==> src/hw/rtl/huffman_tree_decoder_top_defines.svh <==
// Assertion macros for the Huffman tree decoder.
// Used by huffman_tree_decoder_top; the macros expect clk and rst_n in scope.
`ifndef HUFFMAN_TREE_DECODER_TOP_DEFINES_SVH
`define HUFFMAN_TREE_DECODER_TOP_DEFINES_SVH

`ifndef SYNTHESIS

// Same-cycle implication, checked outside reset.
`define HTD_ASSERT_IMP(lbl, ante, cons) \
    lbl: assert property (@(posedge clk) disable iff (!rst_n) (ante) |-> (cons)) \
        else $error("htd assertion failed");

// Next-cycle implication, checked outside reset.
`define HTD_ASSERT_NXT(lbl, ante, cons) \
    lbl: assert property (@(posedge clk) disable iff (!rst_n) (ante) |=> (cons)) \
        else $error("htd assertion failed");

`else

`define HTD_ASSERT_IMP(lbl, ante, cons)
`define HTD_ASSERT_NXT(lbl, ante, cons)

`endif

`endif

==> src/hw/rtl/htd_pkg.sv <==
// Shared types and constants of the Huffman tree decoder.
// No dependencies; imported by htd_datapath, htd_ctrl and huffman_tree_decoder_top.
`timescale 1ns / 1ps

package htd_pkg;

    // Fixed field widths of the request and result items.
    localparam int OP_W          = 2;
    localparam int FIELD_IDX_W   = 9;
    localparam int SYM_W         = 8;
    localparam int CNT_W         = 32;
    localparam int BITS_PER_BYTE = 8;
    localparam int BIT_W         = $clog2(BITS_PER_BYTE);
    localparam int DEF_NODE_COUNT = 512;

    // Input tdata layout, lowest bit first.
    localparam int NODE_INDEX_LSB = 0;
    localparam int NODE_LEAF_BIT  = 9;
    localparam int NODE_SYM_LSB   = 10;
    localparam int LEFT_LSB       = 18;
    localparam int RIGHT_LSB      = 27;
    localparam int CODE_LSB       = 36;
    localparam int IN_DATA_W      = 48;

    // Operation codes carried in the input tuser.
    localparam logic [OP_W-1:0] OP_WRITE   = 2'd0;
    localparam logic [OP_W-1:0] OP_DECODE  = 2'd1;
    localparam logic [OP_W-1:0] OP_RESTART = 2'd2;

    // Configuration register indexes.
    localparam int CFG_ADDR_W = 1;
    localparam int CFG_DATA_W = 32;
    localparam logic [CFG_ADDR_W-1:0] CFG_ROOT_NODE    = 1'b0;
    localparam logic [CFG_ADDR_W-1:0] CFG_SYMBOL_TOTAL = 1'b1;

    // Commands from the controller to the datapath.
    typedef struct packed {
        logic start;     // capture the code byte, read the current node
        logic move;      // step to the child picked by the code bit
        logic emit;      // emit the leaf symbol, return to the root
        logic adv;       // go on to the next code bit
        logic flush;     // hand the held symbol out as last of byte
        logic table_wr;  // write a node table entry
        logic restart;   // restart the stream
        logic mark_fin;  // stream has ended, latch finished
    } htd_cmd_t;

    // Status from the datapath to the controller.
    typedef struct packed {
        logic stopped;      // stream already ended
        logic ent_leaf;     // node entry on the read port is a leaf
        logic moved;        // the current code bit has already stepped
        logic last_bit;     // working on the last code bit of the byte
        logic can_emit;     // room to take one more symbol
        logic reach_total;  // the next symbol reaches the total
        logic pend_valid;   // a symbol is held back
        logic out_free;     // output register can be loaded this cycle
    } htd_status_t;

endpackage

==> src/hw/rtl/htd_ctrl.sv <==
// Controller of the Huffman tree decoder: sequences the bit walk.
// Depends on htd_pkg; drives the datapath through htd_cmd_t.
`timescale 1ns / 1ps

module htd_ctrl
    import htd_pkg::*;
(
    input  logic            clk,
    input  logic            rst_n,
    input  logic            in_valid,
    input  logic [OP_W-1:0] in_op,
    output logic            in_ready,
    input  htd_status_t     st,
    output htd_cmd_t        cmd
);

    localparam logic [1:0] ST_IDLE  = 2'd0;
    localparam logic [1:0] ST_EVAL  = 2'd1;
    localparam logic [1:0] ST_FLUSH = 2'd2;

    logic [1:0] state_reg, state_next;

    always_comb
    begin
        cmd        = '0;
        state_next = state_reg;
        in_ready   = (state_reg == ST_IDLE);

        case (state_reg)
            ST_IDLE:
            begin
                if (in_valid)
                begin
                    case (in_op)
                        OP_WRITE:   cmd.table_wr = 1'b1;
                        OP_RESTART: cmd.restart  = 1'b1;
                        OP_DECODE:
                        begin
                            if (st.stopped)
                            begin
                                cmd.mark_fin = 1'b1;
                            end
                            else
                            begin
                                cmd.start  = 1'b1;
                                state_next = ST_EVAL;
                            end
                        end
                        default: ;
                    endcase
                end
            end
            ST_EVAL:
            begin
                if (!st.moved && !st.ent_leaf)
                begin
                    cmd.move = 1'b1;
                end
                else if (st.ent_leaf)
                begin
                    if (st.can_emit)
                    begin
                        cmd.emit = 1'b1;
                        if (st.reach_total || st.last_bit)
                        begin
                            state_next = ST_FLUSH;
                        end
                    end
                end
                else if (st.last_bit)
                begin
                    state_next = ST_FLUSH;
                end
                else
                begin
                    cmd.adv = 1'b1;
                end
            end
            ST_FLUSH:
            begin
                if (!st.pend_valid)
                begin
                    state_next = ST_IDLE;
                end
                else if (st.out_free)
                begin
                    cmd.flush  = 1'b1;
                    state_next = ST_IDLE;
                end
            end
            default:
            begin
                state_next = ST_IDLE;
            end
        endcase
    end

    always_ff @(posedge clk or negedge rst_n)
    begin
        if (!rst_n)
        begin
            state_reg <= ST_IDLE;
        end
        else
        begin
            state_reg <= state_next;
        end
    end

endmodule

==> config.mk <==
export PLATFORM = sky130hd
export DESIGN_NAME = htd_ctrl
export DESIGN_NICKNAME = d
export VERILOG_FILES = /design/src/hw/rtl/huffman_tree_decoder_top_defines.svh /design/src/hw/rtl/htd_pkg.sv /design/src/hw/rtl/htd_ctrl.sv
export SDC_FILE = /design/constraint.sdc
export NUM_CORES = 1
export LEC_CHECK = 0
export ABC_AREA = 1
export BUFFER_PORTS_ARGS = -buffer_cell sky130_fd_sc_hd__buf_2
export CORE_AREA = 4 4 41 43
export CTS_CLUSTER_DIAMETER = 50
export DETAILED_ROUTE_END_ITERATION = 16
export DIE_AREA = 0 0 45 47
export PLACE_DENSITY_LB_ADDON = 0.25
export REMOVE_ABC_BUFFERS = 1
export SETUP_SLACK_MARGIN = 0.2
export SYNTH_ARGS = -nofsm -noshare
export SYNTH_HDL_FRONTEND = slang
export SYNTH_SLANG_ARGS = --single-unit
==> constraint.sdc <==
create_clock -name clk -period 1.7 [get_ports clk]
set_input_delay 0.255 -clock clk [delete_from_list [all_inputs] [get_ports clk]]
set_output_delay 0.255 -clock clk [all_outputs]
set_load 0.02 [all_outputs]
* Word-level counts from Yosys, hierarchy flattened *
Index checks and enable logic that the tools add are counted.

word-level totals
  flip-flop bits (word level) = 2
  output and inout port bits = 9

cells by class
  equal/unequal tests = 12
  mux-type cells = 31
  reductions and logical operators = 7

operator list
  cell                                                                      count
  2-bit 2-to-1 mux                                                          11
  1-bit 2-to-1 mux                                                          16
  3-bit inequality test (second input constant)                             4
  3-bit 2-to-1 mux                                                          3
  8-bit AND reduction                                                       1
  2-bit inequality test (second input constant)                             3
  2-bit one-hot mux with 3 select lines                                     1
  2-bit by 1-bit == test with 1-bit output (second input constant)          2
  2-bit == test (second input constant)                                     2
  2-bit logical NOT                                                         2
  1-bit logical NOT                                                         2
  2-bit by 1-bit inequality test with 1-bit output (second input constant)  1
  1-bit logical AND                                                         1
  1-bit logical OR                                                          1

* Longest topological paths before layout *
Gate-level depths: netlist (run 1).

  depth after elaboration = 6
  gate-level depth with buffers = 7
  gate-level depth less buffers = 7

* Worst setup path before layout (run 1) *
OpenSTA, ideal clock, no wires.

  path type = flip-flop to output port
  from = reg state_reg[1]
  to = out cmd[2] (netlist bit)
  arrival = 1433 ps
  path slack = 12 ps
  cell stages (with the launch flop) = 4
  cell sequence = dfrtp_1 > nor2_2 > inv_2 > nor4_1

RTL lines
  what                      RTL line         source
  start: declaration        htd_ctrl.sv:21   logic [1:0] state_reg, state_next;
  start signal: assignment  htd_ctrl.sv:106  state_reg <= state_next;
  end: declaration          htd_ctrl.sv:14   output htd_cmd_t cmd

==> flow_summary.json, run 1 <==
{
  "synth_commonest_cells": "nor2_1, nand2_1, inv_1",
  "async_flop_share_pct": 100,
  "power.density_mw_per_mm2": 765,
  "internal-power_uw": 247,
  "fin_nets": 98,
  "crit_path_start_kind": "flop",
  "grt_max_degree": 6,
  "cts_buffers": 3,
  "fin_crit_ns": 1.46,
  "antenna_found_initial": 0,
  "synth-simple-area-share_pct": 63.2,
  "peakVddDrop_v": 0.000277,
  "ant_nets": 0,
  "grt_pass1_wl_um": 1310,
  "holdPathEnd": "state_reg[1]$_DFFE_PN0P_",
  "r2r-start": "state_reg[1]$_DFFE_PN0P_",
  "power_switching_uw": 149,
  "synthTopCellsByArea": "nor2_1, dfrtp_1, nand2_1",
  "grt_usage_pct": 8.20,
  "finalInstanceArea_um2": 518,
  "swShare_pct": 37.6,
  "clock-sinks": 2,
  "cts_root_buf": "clkbuf_4",
  "combinationalPowerShare_pct": 57.1,
  "ys_seq_area_share_pct": 19.9,
  "first_pass_iters": 4,
  "outcome": "finished clean",
  "cts_tree": "done",
  "drive_above_1_share_pct": 54.2,
  "die_y_um": 47,
  "ff2ff_path_depth": 8,
  "viasPerCell": 4.12,
  "worstHoldStart": "st[0]",
  "fp-row-count": 13,
  "cp-startpoint": "state_reg[1]$_DFFE_PN0P_",
  "ys.flop_type": "dfrtp_1",
  "cp_slowest_cell": "dfrtp_1",
  "hpwl_um": 615,
  "setup-violations-final": 0,
  "core_area_mm2": 0.00130,
  "hp-class": "in -> reg",
  "grt_pass1_vias": 353,
  "synth_top_family_by_area": "simple AND/OR/NAND/NOR gates",
  "syn_area_um2": 251,
  "placed_cell_area_um2": 375,
  "die_x_um": 45,
  "clk-insertion-delay-late_ns": 0.22,
  "synth.ff_latch_count": 2,
  "cp_max_fo": 4,
  "yosysWarnings": 0,
  "routed_wirelength_um": 809,
  "yosysTopAreaCellShare_pct": 22.4,
  "drtIter0Drc": 4,
  "pin_count": 22,
  "largest_reg_flops": 2,
  "synth_edf_count": 0,
  "dieArea_mm2": 0.00212,
  "seqPwrFrac_pct": 16.7,
  "r2r_end": "state_reg[1]$_DFFE_PN0P_",
  "antenna-diode-count": 0,
  "hold_viol": 0,
  "slew_headroom_pct": 87.0,
  "crit_chain": "buf_4 -> nor2_4 -> nand2_2 -> nor2_2 -> buf_6",
  "skew_ns": 0.00490,
  "worst_pin_slew_ns": 0.194,
  "drcViolationCount": 0,
  "worst_slack_ns": 0.245,
  "numPortBuffers": 21,
  "holdPathStages": 4,
  "synth_top_area_cell": "nor2_1",
  "syn2layout_area_growth_pct": 106,
  "grt_overflow": 0,
  "ys_types": 12,
  "fillers": 152,
  "rsz0062_at_grt": "yes",
  "synthMuxAreaShare_pct": 0,
  "yosysMostFrequentCell": "nor2_1",
  "clockPowerShare_pct": 26.1,
  "min_period_over_period_pct": 85.6,
  "synth_xor_area_share_pct": 0,
  "tns_ns": 0,
  "synth-adder-area-share_pct": 0,
  "slowest_delay_ns": 0.39,
  "worstSetupPathType": "reg -> out",
  "final_max_slew_viol_count": 0,
  "totalPowerFinal_uw": 396,
  "critPathCaptureType": "primary output",
  "final_util_pct": 39.8,
  "pre_cts_ws_ns": 0.391,
  "cap_violations": 0,
  "reg2reg_setup_slack_ns": 0.53,
  "synthCells": 49,
  "gp_congestion": 0.786,
  "synth.avg_cell_area_um2": 5.13,
  "cts_max_path_buffers": 2,
  "wl_per_cell_um": 8.26,
  "synth-compound-area-share_pct": 1.99,
  "p_leak_uw": 0.000316,
  "initial_core_util_pct": 19.3,
  "htree_levels": 1,
  "via_count": 404,
  "clock.fmax_mhz": 687,
  "path_clk_slew_ns": 0.03,
  "required_ns": 1.44,
  "arrival_ns": 1.20
}
==> cell families after synthesis <==
kind of cell | after synthesis
AO/OA/AOI/OAI | 1
flip-flops | 2
AND/OR/NAND/NOR | 36
buffers and inverters | 10
==> how the worst max path moves through the flow <==
stage,end,cells past startpoint
after floorplan,cmd[2],3
after global placement,cmd[2],4
after detailed placement,cmd[2],4
after CTS,cmd[7],6
after global routing,cmd[5],5
final,cmd[4],5
==> per-stage QoR <==
step                std cells  hold WS, ns
detailed placement         85       0.0416
global route               98        0.354
CTS                        94        0.330
floorplan                  49      -0.0406
finish                     98        0.333
global placement           85       0.0415
==> power groups by stage <==
stage | Sequential, uW | Combinational (uW) | Clock (uW)
floorplan | 64.9 | 94.4 | 0
global placement | 66.3 | 141 | 0
detailed placement | 66.5 | 140 | 0
CTS | 61.8 | 186 | 109
global route | 67.7 | 251 | 110
finish | 66.2 | 226 | 103
==> worst max-delay path, delay by kind of cell (launching register included) <==
family | cells | cell delay, ns
buffers and inverters | 2 | 0.28
AND/OR/NAND/NOR | 3 | 0.30
flip-flops | 1 | 0.39
==> per-layer routing <==
metal,track usage [%],share of wire (%)
met5,0,0
met4,3.51,0
met3,1.53,10
met2,13.3,47
met1,10.6,42
==> area by class of cell <==
type	instances	area [um2]	share of cell area, %
clock buffers	3	22.5	4.35
inverters	10	40.0	7.73
multi-input cells	37	185	35.7
flip-flops and latches	2	51.3	9.90
well taps	15	18.8	3.62
repair buffers	31	200	38.6
==> repair_timing <==
item,CTS,global route
setup buffers,5,4
setup endpoints to repair,3,6
hold buffers,1,0
pin swaps,1,3
hold endpoints to repair,2,0
resized for setup,1,13
==> layout by cell type (no fill, tap or decap) <==
cell / n
nor2_1: 12
nand2_2: 1
o21ai_0: 1
nor3_1: 2
nand3_1: 3
dfrtp_1: 1
dlygate4sd3_1: 1
nor2_2: 4
inv_2: 2
dfrtp_2: 1
nand2_1: 10
clkbuf_4: 3
inv_1: 7
nor2_4: 2
buf_4: 11
buf_2: 17
inv_4: 1
buf_6: 2
nor4_2: 1
nand4_1: 1
(Power assumes the default switching activity.)
==> run 2, diff against run 1 <==
- GPL_TIMING_DRIVEN: not set -> 0
- clock period: 1.7 -> 1.8 ns (I/O delays scaled with it)
==> flow_summary.json, run 2 (synthesis gave the netlist of run 1 again) <==
{
  "fin_crit_ns": 1.49,
  "peakVddDrop_v": 0.000220,
  "drcViolationCount": 0,
  "clock-sinks": 2,
  "layout_common_cells": "buf_2, nor2_1, nand2_1",
  "pre_cts_ws_ns": 0.480,
  "clockPowerShare_pct": 32.1,
  "instances_no_fill": 91,
  "worstSetupPathType": "reg -> out",
  "grt_usage_pct": 8.45,
  "combinationalPowerShare_pct": 47.5,
  "antenna-diode-count": 0,
  "cts_max_path_buffers": 2,
  "cp_max_fo": 4,
  "die_y_um": 47,
  "rsz0062_at_grt": "no",
  "cap_violations": 0,
  "initial_core_util_pct": 19.3,
  "crit_path_start_kind": "flop",
  "crit_chain": "nor2_2 -> inv_2 -> nor2_1 -> nand2_1 -> inv_1 -> buf_4",
  "gp_congestion": 0.712,
  "seqPwrFrac_pct": 20.4,
  "dp.cells": 85,
  "syn2layout_area_growth_pct": 72.1,
  "fin_nets": 91,
  "multi_input_area_um2": 170,
  "die_x_um": 45,
  "dieArea_mm2": 0.00212,
  "largest_reg_flops": 2,
  "fillers": 160,
  "cts_root_buf": "clkbuf_4",
  "grt_overflow": 0,
  "r2r_end": "state_reg[1]$_DFFE_PN0P_",
  "slowest_delay_ns": 0.41,
  "clock.fmax_mhz": 671,
  "cp_slowest_cell": "dfrtp_1",
  "hpwl_um": 677,
  "clk-insertion-delay-late_ns": 0.22,
  "regArea_um2": 51.3,
  "drtIter0Drc": 4,
  "hold_viol": 0,
  "numPortBuffers": 21,
  "outcome": "finished clean",
  "min_period_over_period_pct": 82.8,
  "ff2ff_path_depth": 7,
  "hp-class": "in -> async",
  "worst_pin_slew_ns": 0.194,
  "final_util_pct": 33.3,
  "swShare_pct": 39.4,
  "drive_above_1_share_pct": 44.7,
  "tns_ns": 0,
  "path_buf_inv": 3,
  "power_switching_uw": 121,
  "cts_tree": "done",
  "internal-power_uw": 186,
  "crit_family": "flip-flops",
  "grt_pass1_wl_um": 1220,
  "path_clk_slew_ns": 0.03,
  "antenna_found_initial": 0,
  "power.density_mw_per_mm2": 708,
  "viasPerCell": 4.10,
  "cts_buffers": 3,
  "r2r-start": "state_reg[0]$_DFFE_PN0P_",
  "final_max_slew_viol_count": 0,
  "arrival_ns": 1.22,
  "slew_headroom_pct": 87.0,
  "totalPowerFinal_uw": 306,
  "critPathCaptureType": "primary output",
  "required_ns": 1.53,
  "setup-violations-final": 0,
  "first_pass_iters": 4,
  "fp-row-count": 13,
  "pin_count": 22,
  "ant_nets": 0,
  "core_area_mm2": 0.00130,
  "p_leak_uw": 0.000280,
  "grt_max_degree": 6,
  "mostFrequentLayoutCell": "buf_2",
  "routed_wirelength_um": 759,
  "grt_pass1_vias": 332,
  "via_count": 373,
  "reg2reg_setup_slack_ns": 0.62,
  "wl_per_cell_um": 8.34,
  "skew_ns": 0.000357,
  "worst_slack_ns": 0.310,
  "htree_levels": 1
}
## run 2: cell types whose count changed in the layout (fill, tap and decap cells not counted), sizes merged
cell  change
buf       -7
## run 2: what timing repair did
action / CTS / global route
setup endpoints to repair: 0 / 3
hold buffers: 1 / 0
endpoints found under the hold margin: 2 / 0
gates resized for setup: 0 / 3
buffers inserted: 0 / 2
## run 2: per-layer routing
metal	up-vias	share of wire, %	global-route usage [%]
met5	-	0	0
met4	0	2.0	8.77
met3	2	9.9	2.68
met2	15	45	11.9
met1	152	43	9.75
li1	204	-	-
## run 2: worst max-delay path by stage
| stage | from | slack (ns) | end | cells after the start |
|---|---|---|---|---|
| final | state_reg[0]$_DFFE_PN0P_ | 0.31 | cmd[7] | 6 |
| after global routing | state_reg[0]$_DFFE_PN0P_ | 0.20 | cmd[7] | 6 |
| after floorplan | state_reg[1]$_DFFE_PN0P_ | 0.1 | cmd[2] | 3 |
| after detailed placement | state_reg[1]$_DFFE_PN0P_ | 0.48 | cmd[7] | 6 |
| after CTS | state_reg[1]$_DFFE_PN0P_ | 0.23 | cmd[2] | 4 |
| after global placement | state_reg[1]$_DFFE_PN0P_ | 0.49 | cmd[7] | 6 |
## run 2: layout make-up
class                   count  share of cell area, %
flip-flops and latches      2                   11.8
repair buffers             24                   30.6
inverters                  10                   8.67
multi-input cells          37                   39.3
well taps                  15                   4.34
clock buffers               3                   5.20
## run 2: metrics by stage
stage | hold slack (ns) | instance area (um2)
after floorplan | -0.0256 | 251
after global placement | 0.0544 | 375
after detailed placement | 0.0633 | 375
after CTS | 0.358 | 408
after global routing | 0.365 | 433
final | 0.357 | 433
## run 2: power by group through the flow
stage               registers (uW)  clock network [uW]  logic, uW
global placement              62.9                   0        131
finish                        62.5                98.4        146
floorplan                     61.3                   0       89.2
detailed placement            62.9                   0        132
global route                  64.0                 111        164
CTS                           62.4                 103        134
==> run 3, diff against run 2 <==
- clock period: 1.8 -> 1.3 ns (I/O delays scaled with it)
==> flow_summary.json, run 3 (synthesis gave the netlist of run 1 again) <==
{
  "pin_count": 22,
  "hold_viol": 0,
  "peakVddDrop_v": 0.000450,
  "failed_checks": "setup timing",
  "drtIter0Drc": 7,
  "hp-class": "in -> reg",
  "cp-startpoint": "state_reg[0]$_DFFE_PN0P_",
  "grt_max_degree": 6,
  "hpwl_um": 677,
  "final_max_slew_viol_count": 0,
  "outcome": "complete, but fails checks",
  "core_area_mm2": 0.00130,
  "worstHoldStart": "st[0]",
  "grt_usage_pct": 10.6,
  "via_count": 446,
  "crit_path_start_kind": "flop",
  "pre_cts_ws_ns": 0.0547,
  "tns_ns": -0.810,
  "required_ns": 1.11,
  "die_y_um": 47,
  "viasPerCell": 4.37,
  "skew_ns": 0.000501,
  "cts_tree": "done",
  "wl_per_cell_um": 9.93,
  "fp-row-count": 13,
  "clock-sinks": 2,
  "worst_slack_ns": -0.131,
  "routed_wirelength_um": 1010,
  "initial_core_util_pct": 19.3,
  "slew_headroom_pct": 86.3,
  "cap_violations": 0,
  "worst_pin_slew_ns": 0.204,
  "drive_above_1_share_pct": 63.2,
  "antenna-diode-count": 0,
  "reg2reg_setup_slack_ns": 0.01,
  "critPathCaptureType": "primary output",
  "fin_crit_ns": 1.43,
  "p_leak_uw": 0.000344,
  "cp_max_fo": 4,
  "die_x_um": 45,
  "gp_congestion": 0.712,
  "first_pass_iters": 4,
  "antenna_found_initial": 0,
  "fillers": 148,
  "r2r-start": "state_reg[1]$_DFFE_PN0P_",
  "path_clk_slew_ns": 0.03,
  "grt_overflow": 0,
  "power.density_mw_per_mm2": 1020,
  "min_period_over_period_pct": 110,
  "arrival_ns": 1.24,
  "grt_pass1_wl_um": 1550,
  "largest_reg_flops": 2,
  "fin_nets": 102,
  "grt_pass1_vias": 429,
  "r2r_end": "state_reg[1]$_DFFE_PN0P_",
  "htree_levels": 1,
  "cts_root_buf": "clkbuf_4",
  "dieArea_mm2": 0.00212,
  "ff2ff_path_depth": 8,
  "endpoint": "cmd[4]",
  "drcViolationCount": 0,
  "final_util_pct": 46.9,
  "clk-insertion-delay-late_ns": 0.23,
  "clock.fmax_mhz": 699,
  "setup-violations-final": 9,
  "cts_buffers": 3,
  "layout_common_cells": "nor2_1, buf_2, buf_6",
  "numPortBuffers": 21,
  "cts_max_path_buffers": 2,
  "syn2layout_area_growth_pct": 143,
  "rsz0062_at_grt": "yes",
  "ant_nets": 0,
  "worstSetupPathType": "reg -> out"
}
run 3: cell count changes in the layout (fill, tap and decap cells not counted), sizes merged:
cell,change
buf,+11
run 3: critical path: stages (launching register included):
cell     delay (ns)
dfrtp_2        0.40
buf_6          0.11
inv_2          0.03
nor2_4         0.15
nand2_2        0.08
nor2_2         0.11
buf_6          0.13
run 3: final cells by class:
class / instances / area [um2] / area share, %
multi-input combinational: 37 / 203 / 33.2
clock buffer: 3 / 22.5 / 3.69
sequential: 2 / 52.6 / 8.61
timing repair buffer: 35 / 274 / 44.9
tap: 15 / 18.8 / 3.07
inverter: 10 / 40.0 / 6.56
run 3: metrics by stage:
step	cell area (um2)	total power [uW]	instances	hold WS (ns)
2_1_floorplan	251	208	49	-0.101
3_3_place_gp	375	269	85	-0.0206
3_5_place_dp	375	270	85	-0.0117
4_1_cts	524	528	98	0.283
5_1_grt	611	669	102	0.291
6_report	611	620	102	0.280
run 3: how the worst min path moves through the flow:
stage                                to  slack (ns)  cells after the start
2_1_floorplan  state_reg[0]$_DFFE_PN0P_       -0.10                      0
3_3_place_gp   state_reg[1]$_DFFE_PN0P_       -0.02                      1
3_5_place_dp   state_reg[0]$_DFFE_PN0P_       -0.01                      1
4_1_cts        state_reg[1]$_DFFE_PN0P_        0.28                      4
5_1_grt        state_reg[1]$_DFFE_PN0P_        0.29                      2
6_report       state_reg[1]$_DFFE_PN0P_        0.28                      4
run 3: repair_timing:
item | 4_1_cts | 5_1_grt
resized for setup | 15 | 19
pin swaps | 4 | 5
hold endpoints to repair | 2 | 0
setup endpoints to repair | 9 | 11
hold buffers | 1 | 0
setup buffers | 9 | 4
run 3: routing by layer:
| layer | vias up | GRT usage (%) | wire length (um) |
|---|---|---|---|
| met5 | - | 0 | 0 |
| met4 | 0 | 8.77 | 21 |
| met3 | 2 | 2.68 | 72 |
| met2 | 15 | 18.1 | 561 |
| met1 | 201 | 10.9 | 358 |
| li1 | 228 | - | - |
run 3: where the power goes:
part / switching [uW] / internal (uW)
combinational: 171 / 217
sequential: 17.9 / 74.4
clock: 37.7 / 102
